===== config.mk =====
export PLATFORM = sky130hd
export DESIGN_NAME = far_ctrl
export DESIGN_NICKNAME = d
export VERILOG_FILES = /design/src/rtl/core/far_pkg.sv /design/src/rtl/core/far_ctrl.sv
export SDC_FILE = /design/constraint.sdc
export NUM_CORES = 1
export LEC_CHECK = 0
export ABC_AREA = 1
export BUFFER_PORTS_ARGS = -buffer_cell sky130_fd_sc_hd__buf_4
export CAP_MARGIN = 5
export CORE_AREA = 2 2 39 41
export DETAILED_ROUTE_END_ITERATION = 10
export DIE_AREA = 0 0 41 43
export SLEW_MARGIN = 10
export SYNTH_ARGS = -nofsm -noshare
export SYNTH_HDL_FRONTEND = slang
export SYNTH_SLANG_ARGS = --single-unit

===== constraint.sdc =====
create_clock -name clk -period 1.1 [get_ports clk]
set_input_delay 0.11 -clock clk [delete_from_list [all_inputs] [get_ports clk]]
set_output_delay 0.11 -clock clk [all_outputs]
set_load 0.005 [all_outputs]

===== src/rtl/core/far_pkg.sv =====
// Package for the fraction arithmetic block: widths, operation codes,
// payload words, controller states and command/status structs. No dependencies.
`timescale 1ns / 1ps
`default_nettype none
package far_pkg;
	localparam int OPERAND_BITS_DEF = 16;
	localparam int NUM_W = 33;
	localparam int DEN_W = 31;

	typedef enum logic [1:0] {
		OP_ADD = 2'd0,
		OP_SUB = 2'd1,
		OP_MUL = 2'd2,
		OP_DIV = 2'd3
	} op_t;

	typedef struct packed {
		logic [1:0]  kind;
		logic signed [15:0] num_a;
		logic signed [15:0] den_a;
		logic signed [15:0] num_b;
		logic signed [15:0] den_b;
	} in_word_t;

	typedef struct packed {
		logic signed [NUM_W-1:0] res_num;
		logic [DEN_W-1:0] res_den;
		logic is_whole;
		logic status;
	} out_word_t;

	typedef enum logic [2:0] {
		ST_IDLE,
		ST_MUL,
		ST_SUM,
		ST_GCD,
		ST_DIVN,
		ST_DIVD,
		ST_DONE
	} state_t;

	typedef struct packed {
		logic load;
		logic mul;
		logic sum;
		logic gcd_start;
		logic gcd_step;
		logic divn_start;
		logic divd_start;
		logic div_step;
		logic emit;
	} cmd_t;

	typedef struct packed {
		logic zero_den;
		logic gcd_done;
		logic div_done;
	} stat_t;
endpackage
`default_nettype wire


===== src/rtl/core/far_ctrl.sv =====
// Controller state machine for the fraction arithmetic block.
// Depends on far_pkg.
`timescale 1ns / 1ps
`default_nettype none
module far_ctrl (
	input  wire logic         clk,
	input  wire logic         arst_n,
	input  wire logic         start,
	output logic              busy,
	input  far_pkg::stat_t    stat,
	output far_pkg::cmd_t     cmd
);
	far_pkg::state_t state_q, state_nx;

	always_ff @(posedge clk or negedge arst_n) begin
		if (!arst_n) state_q <= far_pkg::ST_IDLE;
		else state_q <= state_nx;
	end

	// next state
	always_comb begin
		state_nx = state_q;
		case (state_q)
			far_pkg::ST_IDLE: if (start) state_nx = far_pkg::ST_MUL;
			far_pkg::ST_MUL:  state_nx = far_pkg::ST_SUM;
			far_pkg::ST_SUM:  state_nx = stat.zero_den ? far_pkg::ST_DONE : far_pkg::ST_GCD;
			far_pkg::ST_GCD:  if (stat.gcd_done) state_nx = far_pkg::ST_DIVN;
			far_pkg::ST_DIVN: if (stat.div_done) state_nx = far_pkg::ST_DIVD;
			far_pkg::ST_DIVD: if (stat.div_done) state_nx = far_pkg::ST_DONE;
			far_pkg::ST_DONE: state_nx = far_pkg::ST_IDLE;
			default:          state_nx = far_pkg::ST_IDLE;
		endcase
	end

	// outputs
	always_comb begin
		cmd = '0;
		busy = 1'b1;
		case (state_q)
			far_pkg::ST_IDLE: begin
				busy = 1'b0;
				cmd.load = start;
			end
			far_pkg::ST_MUL: cmd.mul = 1'b1;
			far_pkg::ST_SUM: begin
				cmd.sum = 1'b1;
				cmd.gcd_start = !stat.zero_den;
			end
			far_pkg::ST_GCD: begin
				cmd.gcd_step = 1'b1;
				cmd.divn_start = stat.gcd_done;
			end
			far_pkg::ST_DIVN: begin
				cmd.div_step = 1'b1;
				cmd.divd_start = stat.div_done;
			end
			far_pkg::ST_DIVD: cmd.div_step = 1'b1;
			far_pkg::ST_DONE: cmd.emit = 1'b1;
			default: busy = 1'b1;
		endcase
	end
endmodule
`default_nettype wire


; Word-level counts from Yosys, hierarchy flattened
; Index checks and enable logic that the tools add are counted.
[op_classes]
n_eq_ne = 10
mux = 14
reduce_logical = 4
[ops]
columns = cell, n
row1 = 3-bit one-hot mux with 6 select lines, 1
row2 = 3-bit 2-to-1 mux, 5
row3 = 3-bit equality test (second input constant), 3
row4 = 2-bit != test (second input constant), 4
row5 = 3-bit by 2-bit equality test with 1-bit output (second input constant), 2
row6 = 1-bit 2-to-1 mux, 6
row7 = 2-bit 2-to-1 mux, 2
row8 = 4-bit AND reduction, 1
row9 = 3-bit by 1-bit equality test with 1-bit output (second input constant), 1
row10 = 3-bit logical NOT, 1
row11 = 2-bit OR reduction, 1
row12 = 1-bit logical NOT, 1
[totals]
regBits = 3
in_bits = 6
output_inout_bits = 10
elab_cells = 29

; Logic depth before layout (Yosys ltp)
; Gate-level depths: netlist (run 1).
[depth]
depth_word = 3
depth_mapped = 6
depth_no_buf = 6

; Worst setup path after synthesis (run 1)
; Ideal clock, no wire load.
[synth_timing]
kind = register -> register
start = register state_q[1]
end = register state_q[2]
setup_time_ns = 0.119
arrival_time_ns = 0.877
t_required_ns = 0.981
setup_slack_ns = 0.104
path_stages_with_launch = 5
path_buffers = 0
period_less_slack_ns = 0.996
cell_sequence = dfrtp_1 > nor2_1 > nand3_1 > nand4_1 > nand2_1
[synth_between]
elab_chain_cells = 3
[synth_rtl]
columns = element, line
row1 = "start, declared", far_ctrl.sv:13  ; far_pkg::state_t state_q, state_nx;
row2 = "start signal, assigned", far_ctrl.sv:16  ; if (!arst_n) state_q <= far_pkg::ST_IDLE;
row3 = "start signal, assigned", far_ctrl.sv:17  ; else state_q <= state_nx;
row4 = 3-bit by 2-bit equality test with 1-bit output (tied with other cells), far_ctrl.sv:23  ; case (state_q)
row5 = 2-bit != test (no line), -
row6 = 4-bit AND reduction (no line), -
; Parallel ways exist; a longest one is shown, timed or not.
; A chain may end at the register's enable or synchronous reset.

==> impl_metrics.csv, run 1 <==
group,metric,value,unit
route,num_vias,372,
place,io_buffers,15,
timing,finalSetupViolations,13,
floorplan,die_h,43,um
cts,cts.clk_slew.worst_paths,0.04,ns
timing,holdWs,0.191,ns
synthesis,synth_nets,50,
cts,clockRootBuffer,"clkbuf_4",
global_route,track_usage,10.8,%
setup_path,reg2reg_from,"state_q[2]",
setup_path,critPathMaxFanout,4,
setup_path,ff2ff_path_depth,5,
floorplan,die-area,1760,um2
cts,cts_tree,"yes",
power_and_ir_drop,power-per-cell-area,2810,nW/um2
route,wl_per_cell,9.14,um
cts,cts_buffers,3,
cts,h-tree-depth,1,
run_status,violations,"setup timing",
place,dp_hpwl,524,um
route,final_antenna_net_count,0,
global_route,grt_pass1_vias,314,
run,max_cap_violations,0,
synthesis,synth_seq_cells,3,
finish,multi_input_comb_area,206,um2
timing,drv_slew,0,
route,via_per_inst,4.13,
setup_path,worst_r2r_endpoint,"state_q[0]",
setup_path,critPathBufInv,2,
floorplan,initial_utilization,19.1,%
setup_path,worstPathArrival,1.13,ns
cts,clkSinkCount,3,
place,post-place-ws,0.0462,ns
finish,top_regs,"state_q (3)",
worst_hold_path,hp-class,"in2async",
run_status,status,"finished with violations",
synthesis,synth-seq-area-share,28.4,%
floorplan,die_w,41,um
place,postPlaceCellArea,412,um2
timing,fmax,804,MHz
finish,regMostFlops,"state_q",
finish,largest_reg_flops,3,
finish,layout-drive-gt1-share,66.2,%
power_and_ir_drop,p_switching,0.720,mW
timing,layout_min_cycle_time,1.24,ns
global_route,grt_pass1_wl,1170,um
setup_path,crit_path_start_kind,"register",
synthesis,syn_area_per_cell,6.00,um2
timing,post-route-period-util,113,%
power_and_ir_drop,clkPwrFrac,12.4,%
synthesis,post_synth_instance_area,264,um2
timing,setup_slack,-0.143,ns
setup_path,cp.required,0.99,ns
finish,finish.instance_area,594,um2
setup_path,cp-end-kind,"primary output",
power_and_ir_drop,power_frac_comb,70.3,%
power_and_ir_drop,sw_frac_of_total,43.1,%
finish,final_common_cell,"buf_4",
power_and_ir_drop,peakVddDrop,1.05,mV
setup_path,r2r_setup_slack,-0.06,ns
cts,worstSkewPairLatency,0.24,ns
setup_path,path_class,"reg2out",
synthesis,yosys_warnings,0,
cts,clockBufferDepth,2,
timing,finClkSkew,0.00469,ns
global_route,grt_max_degree,7,
place,gp_congestion,0.831,
finish,nFillCells,144,
setup_path,cp_slowest_cell,"dfrtp_2",
power_and_ir_drop,p_int,0.951,mW
floorplan,placementRows,14,
finish,mostFrequentLayoutCells,"19 x buf_4, 10 x nand2_1, 6 x inv_1, 6 x buf_6, 4 x nor2_4",
synthesis,synthDistinctLibCells,12,
timing,tightestPinTransition,0.185,ns
timing,maxSlewHeadroom,87.6,%
global_route,grt.overflow.total,0,
route,routed_wirelength,823,um
global_route,antenna_found_initial,0,
route,drtPass1Iterations,2,
floorplan,core_area,1380,um2
finish,syn2layout_area_growth,125,%
floorplan,io_pins,16,
timing,hold_violations,0,
setup_path,worstPathCellList,"buf_6 -> nand2_4 -> nor3_2 -> buf_4",
setup_path,crit_path_max_incr_delay,0.42,ns
route,drt_iter0_drc,4,
power_and_ir_drop,leakage,0.331,nW
power_and_ir_drop,seqPwrFrac,17.3,%
route,remaining_drc_errors,0,
synthesis,syn_inst,44,
finish,final_nets,81,
timing,grt_setup_unrepaired,"yes",
finish,num_antenna_cells,0,
finish,seqCellArea,78.8,um2
setup_path,cp_top_family,"flip-flops",
worst max-delay path by stage:
stage,from,to,depth (start not counted)
3_3_place_gp,state_q[0],cmd[2],4
6_report,state_q[1],cmd[3],4
2_1_floorplan,state_q[1],state_q[2],4
3_5_place_dp,state_q[0],state_q[0],4
5_1_grt,state_q[1],cmd[3],4
4_1_cts,state_q[0],cmd[2],4
routing by layer:
layer  track usage, %  part of all wire (%)
met1             11.0                    38
met2             15.3                    53
met3             3.14                   5.2
met4             12.0                   3.0
met5                0                     0
metrics by stage:
step	total power, mW	utilization (%)	std cells	TNS [ns]
after floorplan	0.637	-	44	0
after global routing	1.79	42.9	90	-1.68
after global placement	0.954	29.7	77	0
after detailed placement	0.955	29.7	77	0
final	1.67	42.9	90	-1.11
after CTS	1.32	35.5	85	-0.959
power by group through the flow:
| stage | sequential (mW) | combinational, mW | clock (mW) |
|---|---|---|---|
| 4_1_cts | 0.249 | 0.858 | 0.216 |
| 6_report | 0.290 | 1.17 | 0.208 |
| 3_5_place_dp | 0.234 | 0.721 | 0 |
| 2_1_floorplan | 0.234 | 0.403 | 0 |
| 5_1_grt | 0.299 | 1.28 | 0.213 |
| 3_3_place_gp | 0.234 | 0.721 | 0 |
final cells by class:
class | instances | share of cell area, %
Clock buffer | 4 | 4.42
Inverter | 10 | 7.16
Multi-Input combinational cell | 31 | 34.7
Sequential cell | 3 | 13.3
Tap cell | 16 | 3.37
Timing Repair Buffer | 26 | 37.1
synthesized netlist by cell type (all sizes together):
library cell	instances	area, um2
dfrtp	3	75.1
inv	10	37.5
nand2	15	61.3
nand3	3	20.0
nand4	3	18.8
nor2	7	36.3
nor3	3	15.0
repair_timing:
| action | in CTS | in global routing |
|---|---|---|
| pin swaps | 2 | 5 |
| setup endpoints to repair | 9 | 13 |
| hold buffers | 1 | 0 |
| endpoints found under the hold margin | 3 | 0 |
| setup buffers | 3 | 5 |
| resized for setup | 8 | 20 |
cell families (layout without fill, tap and decap cells):
family                 Yosys count  count (layout)  synth area share, %
buffers and inverters           10              40                 14.2
flip-flops                       3               3                 28.4
AND/OR/NAND/NOR                 31              31                 57.3
No activity file was read; power rests on OpenSTA's default activity.
==> run 2, diff against run 1 <==
CORE_AREA = 3 3 40 42   (was 2 2 39 41)
DIE_AREA = 0 0 43 45   (was 0 0 41 43)
==> run 2 against run 1 <==
Against the previous run:
- the flow still finishes with violations (setup timing)
- global-route usage is 2.7 points lower
- utilization down 1.8 points
- clock-buffer cell count is the same
- combinational power is 20% lower
- clock skew down 0.0015 ns
- sequential power decreased by 1%
==> impl_metrics.csv, run 2 (synthesis results as in run 1) <==
group,metric,value,unit
global_route,track_usage,8.10,%
route,routed_wirelength,752,um
place,post-place-ws,0.0402,ns
route,remaining_drc_errors,0,
floorplan,core_area,1280,um2
setup_path,worstPathArrival,1.10,ns
timing,maxSlewHeadroom,89.2,%
setup_path,path_class,"reg2out",
timing,layout_min_cycle_time,1.21,ns
power_and_ir_drop,power-per-cell-area,2680,nW/um2
timing,holdWs,0.194,ns
finish,finish.instance_area,529,um2
cts,cts.clk_slew.worst_paths,0.04,ns
timing,fmax,826,MHz
floorplan,die_w,43,um
global_route,grt_pass1_vias,298,
timing,drv_slew,0,
finish,multi_input_comb_area,205,um2
cts,cts_buffers,3,
run_status,status,"finished with violations",
global_route,grt_max_degree,7,
route,drt_iter0_drc,5,
cts,cts_tree,"yes",
worst_hold_path,hold-path-cell-count,4,
finish,top_regs,"state_q (3)",
cts,h-tree-depth,1,
setup_path,worst_r2r_endpoint,"state_q[0]",
setup_path,r2r_setup_slack,0.02,ns
finish,final_common_cell,"buf_4",
finish,mostFrequentLayoutCells,"17 x buf_4, 12 x nand2_1, 7 x inv_1, 4 x nor2_4",
power_and_ir_drop,peakVddDrop,0.879,mV
run_status,violations,"setup timing",
cts,worstSkewPairLatency,0.24,ns
setup_path,reg2reg_from,"state_q[2]",
timing,tightestPinTransition,0.162,ns
timing,setup_slack,-0.111,ns
place,postPlaceCellArea,403,um2
route,wl_per_cell,9.06,um
timing,hold_violations,0,
finish,largest_reg_flops,3,
setup_path,cp.required,0.99,ns
cts,clockRootBuffer,"clkbuf_4",
route,final_antenna_net_count,0,
floorplan,die-area,1940,um2
finish,num_antenna_cells,0,
power_and_ir_drop,leakage,0.306,nW
cts,clockBufferDepth,2,
timing,finalSetupViolations,10,
cts,clkSinkCount,3,
floorplan,io_pins,16,
timing,finalSetupTns,-0.801,ns
place,dp_hpwl,531,um
finish,nFillCells,136,
run,max_cap_violations,0,
floorplan,initial_utilization,20.5,%
setup_path,ff2ff_path_depth,5,
worst_hold_path,holdPathEnd,"state_q[2]",
global_route,grt_pass1_wl,1150,um
finish,seqCellArea,78.8,um2
route,via_per_inst,4.23,
route,num_vias,351,
floorplan,placementRows,13,
timing,post-route-period-util,110,%
timing,finClkSkew,0.00314,ns
worst_hold_path,hp-class,"in2reg",
finish,final_nets,75,
place,gp_congestion,0.833,
setup_path,critPathMaxFanout,4,
route,drtPass1Iterations,2,
finish,layout-drive-gt1-share,57.4,%
finish,syn2layout_area_growth,100,%
finish,instances_no_fill,83,
setup_path,crit_path_start_kind,"register",
place,dpl.cell_count,75,
global_route,antenna_found_initial,0,
floorplan,die_h,45,um
setup_path,cp-end-kind,"primary output",
timing,grt_setup_unrepaired,"yes",
finish,regMostFlops,"state_q",
place,io_buffers,15,
global_route,grt.overflow.total,0,
worst_hold_path,hp-start,"stat[0]",
==> run 2: final cells by class <==
cell class                      instances  share of cell area, %
Clock buffer                            4                   4.96
Inverter                               10                   7.57
Multi-Input combinational cell         31                   38.8
Sequential cell                         3                   14.9
Tap cell                               15                   3.55
Timing Repair Buffer                   20                   30.3
==> run 2: critical path: stages, from the launching register on <==
cell,delay [ns]
dfrtp_2,0.45
buf_4,0.16
nor2_4,0.13
buf_4,0.12
==> run 2: how the worst max path moves through the flow <==
stage / to / start / slack [ns] / cells past startpoint
floorplan: state_q[2] / state_q[1] / 0.10 / 4
global placement: state_q[1] / state_q[1] / 0.05 / 5
detailed placement: state_q[0] / state_q[0] / 0.04 / 4
CTS: cmd[2] / state_q[0] / -0.15 / 4
global route: cmd[5] / state_q[1] / -0.19 / 5
finish: cmd[4] / state_q[2] / -0.11 / 3
==> run 2: routing by layer <==
layer	wire length, um	track usage [%]	part of all wire, %	up-vias
met5	0	0	0	-
met4	23	7.23	3.1	0
met3	62	0	8.2	2
met2	376	13.5	50	13
met1	289	9.71	38	150
li1	-	-	-	186
==> run 2: repair_timing <==
item | 4_1_cts | 5_1_grt
hold endpoints to repair | 3 | 0
pin swaps | 1 | 3
setup endpoints to repair | 10 | 13
hold buffers | 1 | 0
gates resized for setup | 10 | 10
buffers inserted | 3 | 0
==> run 2: where the power goes <==
| group | internal (mW) | switching [mW] | total [mW] |
|---|---|---|---|
| sequential | 0.179 | 0.107 | 0.286 |
| combinational | 0.456 | 0.479 | 0.935 |
| clock | 0.136 | 0.0611 | 0.197 |
==> run 2: per-stage QoR <==
step           utilization, %  total power [mW]
6_report                 41.2              1.42
5_1_grt                  41.2              1.56
4_1_cts                  38.4              1.31
3_5_place_dp             31.4             0.932
3_3_place_gp             31.4             0.931
2_1_floorplan               -             0.637
