File: src/rtl/core/far_pkg.sv
// Package for the fraction arithmetic block: widths, operation codes,
// payload words, controller states and command/status structs. No dependencies.
`timescale 1ns / 1ps
`default_nettype none
package far_pkg;
	localparam int OPERAND_BITS_DEF = 16;
	localparam int NUM_W = 33;
	localparam int DEN_W = 31;

	typedef enum logic [1:0] {
		OP_ADD = 2'd0,
		OP_SUB = 2'd1,
		OP_MUL = 2'd2,
		OP_DIV = 2'd3
	} op_t;

	typedef struct packed {
		logic [1:0]  kind;
		logic signed [15:0] num_a;
		logic signed [15:0] den_a;
		logic signed [15:0] num_b;
		logic signed [15:0] den_b;
	} in_word_t;

	typedef struct packed {
		logic signed [NUM_W-1:0] res_num;
		logic [DEN_W-1:0] res_den;
		logic is_whole;
		logic status;
	} out_word_t;

	typedef enum logic [2:0] {
		ST_IDLE,
		ST_MUL,
		ST_SUM,
		ST_GCD,
		ST_DIVN,
		ST_DIVD,
		ST_DONE
	} state_t;

	typedef struct packed {
		logic load;
		logic mul;
		logic sum;
		logic gcd_start;
		logic gcd_step;
		logic divn_start;
		logic divd_start;
		logic div_step;
		logic emit;
	} cmd_t;

	typedef struct packed {
		logic zero_den;
		logic gcd_done;
		logic div_done;
	} stat_t;
endpackage
`default_nettype wire

File: src/rtl/core/far_dp.sv
// Datapath: operand products, Euclid remainder loop built on one
// restoring bit-serial divider, then division of both parts. Depends on far_pkg.
`timescale 1ns / 1ps
`default_nettype none
module far_dp #(
	parameter int OPERAND_BITS = far_pkg::OPERAND_BITS_DEF
) (
	input  wire logic          clk,
	input  far_pkg::in_word_t  in_word,
	input  far_pkg::cmd_t      cmd,
	output far_pkg::stat_t     stat,
	output far_pkg::out_word_t out_word
);
	localparam int P = 2 * OPERAND_BITS;       // product width
	localparam int M = P + 1;                  // magnitude width
	localparam int CW = $clog2(M + 1);

	logic signed [OPERAND_BITS-1:0] na_q, da_q, nb_q, db_q;
	logic [1:0] op_q;
	logic signed [P-1:0] p1_q, p2_q, p3_q;
	logic signed [P:0] rn_w;
	logic signed [P-1:0] rd_w;
	logic neg_q, zero_q;
	logic [M-1:0] a_q, b_q, g_q, quo_q, rem_q, dvd_q, mn_q, md_q;
	logic [CW-1:0] cnt_q;
	logic div_run_q;
	logic [M-1:0] mn_w, md_w;
	logic [M:0] trial;

	// capture the operands at their parameter width
	always_ff @(posedge clk) begin
		if (cmd.load) begin
			op_q <= in_word.kind;
			na_q <= OPERAND_BITS'(in_word.num_a);
			da_q <= OPERAND_BITS'(in_word.den_a);
			nb_q <= OPERAND_BITS'(in_word.num_b);
			db_q <= OPERAND_BITS'(in_word.den_b);
		end
	end

	// cross products: one registered multiply each
	always_ff @(posedge clk) begin
		if (cmd.mul) begin
			case (far_pkg::op_t'(op_q))
				far_pkg::OP_MUL: begin
					p1_q <= P'(na_q * nb_q);
					p3_q <= P'(da_q * db_q);
				end
				far_pkg::OP_DIV: begin
					p1_q <= P'(na_q * db_q);
					p3_q <= P'(da_q * nb_q);
				end
				default: begin
					p1_q <= P'(na_q * db_q);
					p3_q <= P'(da_q * db_q);
				end
			endcase
			p2_q <= P'(nb_q * da_q);
		end
	end

	// raw numerator and denominator
	always_comb begin
		case (far_pkg::op_t'(op_q))
			far_pkg::OP_ADD: rn_w = (P+1)'(p1_q) + (P+1)'(p2_q);
			far_pkg::OP_SUB: rn_w = (P+1)'(p1_q) - (P+1)'(p2_q);
			default:         rn_w = (P+1)'(p1_q);
		endcase
		rd_w = p3_q;
		mn_w = rn_w[P] ? M'(-rn_w) : M'(rn_w);
		md_w = rd_w[P-1] ? M'(-(P+1)'(rd_w)) : M'(rd_w);
	end

	assign stat.zero_den = (rd_w == '0);

	// shared restoring divider step
	assign trial = {rem_q, dvd_q[M-1]} - {1'b0, b_q};

	always_ff @(posedge clk) begin
		if (cmd.sum) begin
			zero_q <= (rd_w == '0);
			neg_q <= rn_w[P] ^ rd_w[P-1];
			mn_q <= mn_w;
			md_q <= md_w;
			div_run_q <= 1'b0;
		end
		if (cmd.gcd_start) begin
			// Euclid: a is the divisor, g the dividend
			a_q <= mn_w;
			g_q <= md_w;
		end
		if (cmd.gcd_step) begin
			if (!div_run_q) begin
				if (a_q != '0) begin
					b_q <= a_q;
					dvd_q <= g_q;
					rem_q <= '0;
					cnt_q <= CW'(M);
					div_run_q <= 1'b1;
				end
			end else if (cnt_q != '0) begin
				if (!trial[M]) rem_q <= trial[M-1:0];
				else rem_q <= {rem_q[M-2:0], dvd_q[M-1]};
				dvd_q <= {dvd_q[M-2:0], !trial[M]};
				cnt_q <= cnt_q - 1'b1;
			end else begin
				g_q <= a_q;
				a_q <= rem_q;
				div_run_q <= 1'b0;
			end
		end
		if (cmd.divn_start) begin
			b_q <= g_q; dvd_q <= mn_q; rem_q <= '0;
			cnt_q <= CW'(M); div_run_q <= 1'b1;
		end else if (cmd.divd_start) begin
			mn_q <= dvd_q;
			b_q <= g_q; dvd_q <= md_q; rem_q <= '0;
			cnt_q <= CW'(M); div_run_q <= 1'b1;
		end else if (cmd.div_step) begin
			if (cnt_q != '0) begin
				if (!trial[M]) rem_q <= trial[M-1:0];
				else rem_q <= {rem_q[M-2:0], dvd_q[M-1]};
				dvd_q <= {dvd_q[M-2:0], !trial[M]};
				cnt_q <= cnt_q - 1'b1;
			end else begin
				quo_q <= dvd_q;
			end
		end
	end

	assign stat.gcd_done = cmd.gcd_step && !div_run_q && (a_q == '0);
	assign stat.div_done = cmd.div_step && (cnt_q == '0);

	// result word
	always_comb begin
		logic [M-1:0] sn;
		sn = neg_q ? -mn_q : mn_q;
		out_word.res_num = zero_q ? '0 : far_pkg::NUM_W'(signed'(sn));
		out_word.res_den = zero_q ? '0 : far_pkg::DEN_W'(quo_q);
		out_word.is_whole = !zero_q && (quo_q == M'(1));
		out_word.status = zero_q;
	end
endmodule
`default_nettype wire

File: config.mk
export PLATFORM = sky130hd
export DESIGN_NAME = far_dp
export DESIGN_NICKNAME = d
export VERILOG_FILES = /design/src/rtl/core/far_pkg.sv /design/src/rtl/core/far_dp.sv
export SDC_FILE = /design/constraint.sdc
export NUM_CORES = 2
export LEC_CHECK = 0
export ABC_AREA = 1
export BUFFER_PORTS_ARGS = -buffer_cell sky130_fd_sc_hd__buf_4
export CAP_MARGIN = 20
export CORE_MARGIN = 2
export CORE_UTILIZATION = 60
export CTS_CLUSTER_SIZE = 8
export DETAILED_ROUTE_END_ITERATION = 7
export HOLD_SLACK_MARGIN = 0.05
export PLACE_DENSITY = 0.75
export RECOVER_POWER = 100
export SKIP_LAST_GASP = 1
export SLEW_MARGIN = 15
export SYNTH_ARGS = -nofsm -noshare
export SYNTH_HDL_FRONTEND = slang
export SYNTH_SLANG_ARGS = --single-unit
File: constraint.sdc
create_clock -name clk -period 18.3 [get_ports clk]
set_input_delay 0.915 -clock clk [delete_from_list [all_inputs] [get_ports clk]]
set_output_delay 0.915 -clock clk [all_outputs]
set_load 0.01 [all_outputs]
* Word level (Yosys, flattened, before mapping)
Cells that the tools add are included.
** Operators by class
- Bitwise gates (word level) :: 4
- $mul :: 4
- Reductions and logical operators :: 18
- Mux-type cells :: 50
- Add/subtract/negate cells :: 7
- Equal/unequal tests :: 5
** Operator list (count)
- $mux W33 :: 35
- $mul A16 B16 Y32 :: 4
- $neg A33 Y33 :: 2
- $pmux W33 S2 :: 1
- $mux W32 :: 2
- $mux W6 :: 6
- $sub A34 B33 Y34 :: 1
- $add A32 B32 Y33 :: 1
- $eq A33 B1 Y1 const B :: 1
- $logic_not A33 Y1 :: 1
- $neg A32 Y33 :: 1
- $reduce_bool A33 Y1 :: 1
- $sub A32 B32 Y33 :: 1
- $logic_not A32 Y1 :: 1
- $mux W31 :: 1
- $logic_not A6 Y1 :: 1
- $reduce_bool A3 Y1 :: 2
- $reduce_bool A6 Y1 :: 1
- $sub A6 B1 Y6 const B :: 1
- $mux W1 :: 5
- $eq A2 B2 Y1 const B :: 2
- $logic_and A1 B1 Y1 :: 4
- $reduce_and A4 Y1 :: 1
- $logic_not A1 Y1 :: 3
- 7 further kinds :: 9
** Word-level totals
- Register bits :: 435
- Output and inout bits :: 69
- Input port bits :: 76

* Logic depth before layout (Yosys ltp)
- Depth after elaboration :: 9
- Gate-level depth with buffers :: 35

* Least setup slack after synthesis
OpenSTA, ideal clock, no wires.
- Kind :: reg-to-reg
- From :: register da_q[15]
- To :: register p3_q[28] (data pin)
- Data arrival time :: 5.805 ns
- Library setup time :: 0.253 ns
- Path slack :: 12.242 ns
- Cell stages (with the launch flop) :: 24
- Clock period less this slack :: 6.058 ns
- Cells stage by stage :: edfxtp_1 > clkbuf_1 > clkbuf_1 > nand2_1 > inv_1 > fa_1 > fa_1 > fa_1 > fa_1 > fa_1 > inv_1 > fa_1 > inv_1 > ha_1 > a21oi_1 > inv_1 > a31oi_1 > nor3_1 > a211oi_1 > o21a_1 > o41ai_1 > or2_2 > nand3_1 > nand2_1
** Between the ends
- Cells in the longest elaborated chain, start to end :: 2
- Elaborated cells between the ends (all ways) :: 3
- Classes of those cells :: 2 x mul; 1 x mux
** Ends and longest elaborated chain
- start: declaration :: line far_dp.sv:18 : logic signed [OPERAND_BITS-1:0] na_q, da_q, nb_q, db_q;
- start signal: assignment :: line far_dp.sv:35 : da_q <= OPERAND_BITS'(in_word.den_a);
- $mul A16 B16 Y32, on equally long branches :: line far_dp.sv:47, far_dp.sv:55, far_dp.sv:51
- $mux W32 *
- end signal: assignment :: line far_dp.sv:47 : p3_q <= P'(da_q * db_q);
- end signal: assignment :: line far_dp.sv:51 : p3_q <= P'(da_q * nb_q);
- end signal: assignment :: line far_dp.sv:55 : p3_q <= P'(da_q * db_q);
- end: declaration :: line far_dp.sv:20 : logic signed [P-1:0] p1_q, p2_q, p3_q;
Mark *: on every way between the ends. The rest lies on a longest branch, timed or not.
A chain may end at the register's enable or synchronous reset.

* Worst setup path in the final report
- From :: register na_q[4]
- To :: register p1_q[21] (data pin)
** Between the ends
- Cells in the longest elaborated chain, start to end :: 2
- Elaborated cells between the ends (all ways) :: 3
- Classes of those cells :: 2 x mul; 1 x mux
** Ends and longest elaborated chain
- start: declaration :: line far_dp.sv:18
- start signal: assignment :: line far_dp.sv:34 : na_q <= OPERAND_BITS'(in_word.num_a);
- $mul A16 B16 Y32, on equally long branches :: line far_dp.sv:50, far_dp.sv:54, far_dp.sv:46
- $mux W32 *
- end signal: assignment :: line far_dp.sv:46 : p1_q <= P'(na_q * nb_q);
- end signal: assignment :: line far_dp.sv:50 : p1_q <= P'(na_q * db_q);
- end signal: assignment :: line far_dp.sv:54 : p1_q <= P'(na_q * db_q);
- end: declaration :: line far_dp.sv:20
Marks and branches as above.

==> metrics.md <==
| Metric | Value |
|---|---|
| Status | `finished with violations` |
| Failing checks | `max-capacitance violations, max-slew violations` |
| Sequential area share after synthesis | `0.174` |
| Hold Crit Start | `md_q[15]$_DFFE_PP_` |
| CP required | `18.65 ns` |
| Layout cells sized above 1 | `0.0412` |
| Fill cell count | `9429` |
| Initial core utilization | `0.603` |
| Most common library cells after synthesis | `inv_1 (2131), nand2_1 (1932), fa_1 (1050)` |
| Post-synth EDFFs | `263` |
| Post-cts resize count | `0` |
| FF/Latch Area | `11300 µm²` |
| Synth Area in Adders | `0.398` |
| Die Height | `334 µm` |
| Hold Path Stages | `2` |
| Setup TNS | `0 ns` |
| Predominant post-synthesis flop cell | `edfxtp_1` |
| Unrepaired setup endpoints after global routing | `no` |
| Vias post-DR | `53790` |
| Largest family of logic cells by synthesized area | `adder cells` |
| Origin of the critical flop-to-flop path | `na_q[4]$_DFFE_PP_` |
| DR pass1 iterations | `6` |
| Mapped Nets | `9795` |
| Skew-Pair Late Insertion Delay | `0.65 ns` |
| GRT Total Usage | `0.339` |
| Setup Fix Bufs, Post-CTS | `0` |
| Routed wire length | `184 mm` |
| Core Rows | `121` |
| F_max | `119 MHz` |
| Synth top area share | `0.322` |
| R2r endpoint | `p1_q[21]$_DFFE_PP_` |
| Slowest stage delay, CP | `1.74 ns` |
| Hold violation count in the final report | `0` |
| CP Capture Type | `flip-flop` |
| Crit Path Category | `reg2reg` |
| Largest net degree at the start of global routing | `77` |
| CTS tree | `built` |
| Minimum clock period | `8.41 ns` |
| XOR/XNOR Fraction of Synth Area | `0.0282` |
| Nets | `9767` |
| Synth area leader | `fa_1` |
| # H-tree levels | `3` |
| Via density | `5.54` |
| Routability cong. | `0.968` |
| Relative slew margins | `-1.73` |
| Compound-Gate Fraction of Synth Area | `0.0838` |
| R2r setup slk | `9.89 ns` |
| Critical path arrival | `8.76 ns` |
| CP dominant cell by count | `fa_1` |
| Mapped Area | `65300 µm²` |
| First-pass GRT wire length | `296 mm` |
| Hold buffers post-CTS | `0` |
| Slew @ Worst Pin | `4.09 ns` |
| Grt ovf | `0` |
| Routed Antenna Nets | `0` |
| Clk pin slew, worst setup/hold paths | `0.05 ns` |
| Crit share post-route | `0.460` |
| Die W | `334 µm` |
| DR DRC count | `0` |
| Crit-path cells | `clkbuf_1 -> nand2_1 -> inv_1 -> fa_1 -> fa_1 -> ha_1 -> fa_1 -> inv_1 -> fa_1 -> fa_1 -> inv_1 -> ha_1 -> inv_1 -> o21bai_1 -> a21oi_1 -> o21ai_0 -> a21oi_1 -> o21ai_0 -> nand2_1 -> nand2_1 -> nand3b_1 -> nand2_1 -> o21ai_0 -> o21ai_0` |
| Clock buffers created by TritonCTS | `67` |
| HP Class | `reg2reg` |
| Synth Instances | `8271` |
| Hold EP | `dvd_q[15]$_DFF_P_` |
| P&R area growth vs syn | `5.80%` |
| Port bufs | `143` |
| Iteration-0 DRC Markers | `4787` |
| I/O Pins | `145` |
| DP HPWL | `142 mm` |
| Skew final | `0.0371 ns` |
| Deepest clock path buffer count | `3` |
| Wirelength per Cell | `19.0 µm` |
| Largest cells by area after synthesis | `fa_1 (32%), inv_1 (12%), edfxtp_1 (12%), nand2_1 (11%), ha_1 (7.6%)` |
| Type of origin of the critical path | `flip-flop` |
| Most common cell in the netlist | `inv_1` |
| Ys async rst share | `0` |
| Number of global-route vias before repair | `55306` |
| Core area | `108000 µm²` |
| Cell variety after synth | `68` |
| Simple-gate share of the synthesized area | `0.173` |
| R2R cell count | `24` |
| Multi-input gate area | `44500 µm²` |
| Max Cap Viol | `18` |
| Synth Warn # | `0` |
| Slew Viols, Final | `879` |
| Initial antenna violation count | `3` |
| Syn_area_per_cell | `7.90 µm²` |
| Post-synthesis mux area share | `0.000345` |
| Die area | `112000 µm²` |
| Slowest CP cell | `clkbuf_1` |
| Worst-path fanout max | `32` |
| Root Buffer | `clkbuf_16` |
| Setup violations, final | `0` |
| Post-synthesis register bit count | `435` |
| Clock sinks | `435` |
[worst max path at each step]
| stage | slack, ns | depth (start not counted) | end | from |
|---|---|---|---|---|
| 4_1_cts | 11.10 | 21 | p1_q[30]$_DFFE_PP_ | nb_q[15]$_DFFE_PP_ |
| 3_5_place_dp | 11.13 | 21 | p1_q[30]$_DFFE_PP_ | nb_q[15]$_DFFE_PP_ |
| 6_report | 9.89 | 24 | p1_q[21]$_DFFE_PP_ | na_q[4]$_DFFE_PP_ |
| 2_1_floorplan | 12.24 | 23 | p3_q[28]$_DFFE_PP_ | da_q[15]$_DFFE_PP_ |
| 3_3_place_gp | 11.23 | 21 | p1_q[30]$_DFFE_PP_ | nb_q[15]$_DFFE_PP_ |
| 5_1_grt | 9.51 | 24 | p1_q[21]$_DFFE_PP_ | na_q[4]$_DFFE_PP_ |
[metal layers]
layer,global-route usage,part of all wire,vias to the layer above,wire length [µm]
met3,0.0481,0.081,548,14900
met5,0,0,-,0
met4,0.167,0.058,0,10800
met2,0.554,0.46,2497,85200
met1,0.445,0.40,26072,73400
li1,-,-,24673,-
[layout make-up]
type | count | area share
Multi-Input combinational cell | 5371 | 0.644
Sequential cell | 435 | 0.164
Inverter | 2143 | 0.116
Clock buffer | 106 | 0.0267
Tap cell | 1414 | 0.0256
Timing Repair Buffer | 225 | 0.0200
Clock inverter | 12 | 0.00310
Antenna cell | 1 | 0.0000362
[cell usage in the layout, fill, tap and decap left out, types with 70 or more instances in the layout]
cell type  count
o21ai_0      297
a21oi_1      406
nand3_1      183
fa_1        1050
edfxtp_1     263
buf_4         75
clkbuf_1     123
nand2_1     1936
xnor2_1       96
ha_1         398
dfxtp_1      172
xor2_1       109
o211ai_1      70
inv_1       2132
nor2_1       392
[worst max-delay path, delay by kind of cell, from the launching register on]
kind | cells | cell delay (ns)
buf+inv | 5 | 2.04
compound gates | 7 | 2.22
simple gates | 5 | 0.56
fa+ha+maj | 7 | 2.93
flops | 1 | 0.31
[registers in the layout, indices dropped and copies added (netlist names), 33 cells and up]
register / flops
b_q: 33
dvd_q: 33
g_q: 33
rem_q: 33
a_q: 33
md_q: 33
mn_q: 33
quo_q: 33
[through the flow]
step | utilization | hold WS (ns) | setup slack (ns) | instance area (µm²) | instances
floorplan | - | 0.431 | 12.24 | 65300 | 8271
global placement | 0.622 | 0.443 | 11.23 | 67500 | 9587
detailed placement | 0.622 | 0.450 | 11.13 | 67500 | 9587
CTS | 0.641 | 0.405 | 11.10 | 69500 | 9705
global route | 0.637 | 0.448 | 9.51 | 69100 | 9706
finish | 0.638 | 0.454 | 9.89 | 69100 | 9707
[kinds of logic (layout without fill, tap and decap cells)]
logic type,Yosys count,count (layout)
mux,1,1
xor+xnor,207,207
simple gates,2752,2752
flops,435,435
fa+ha+maj,1448,1448
buf+inv,2465,2486
compound gates,962,962
other cells,1,2
Power is left out: the tool's default activity adds up to more than one toggle a clock period on the data nets, which glitch-free logic cannot reach.
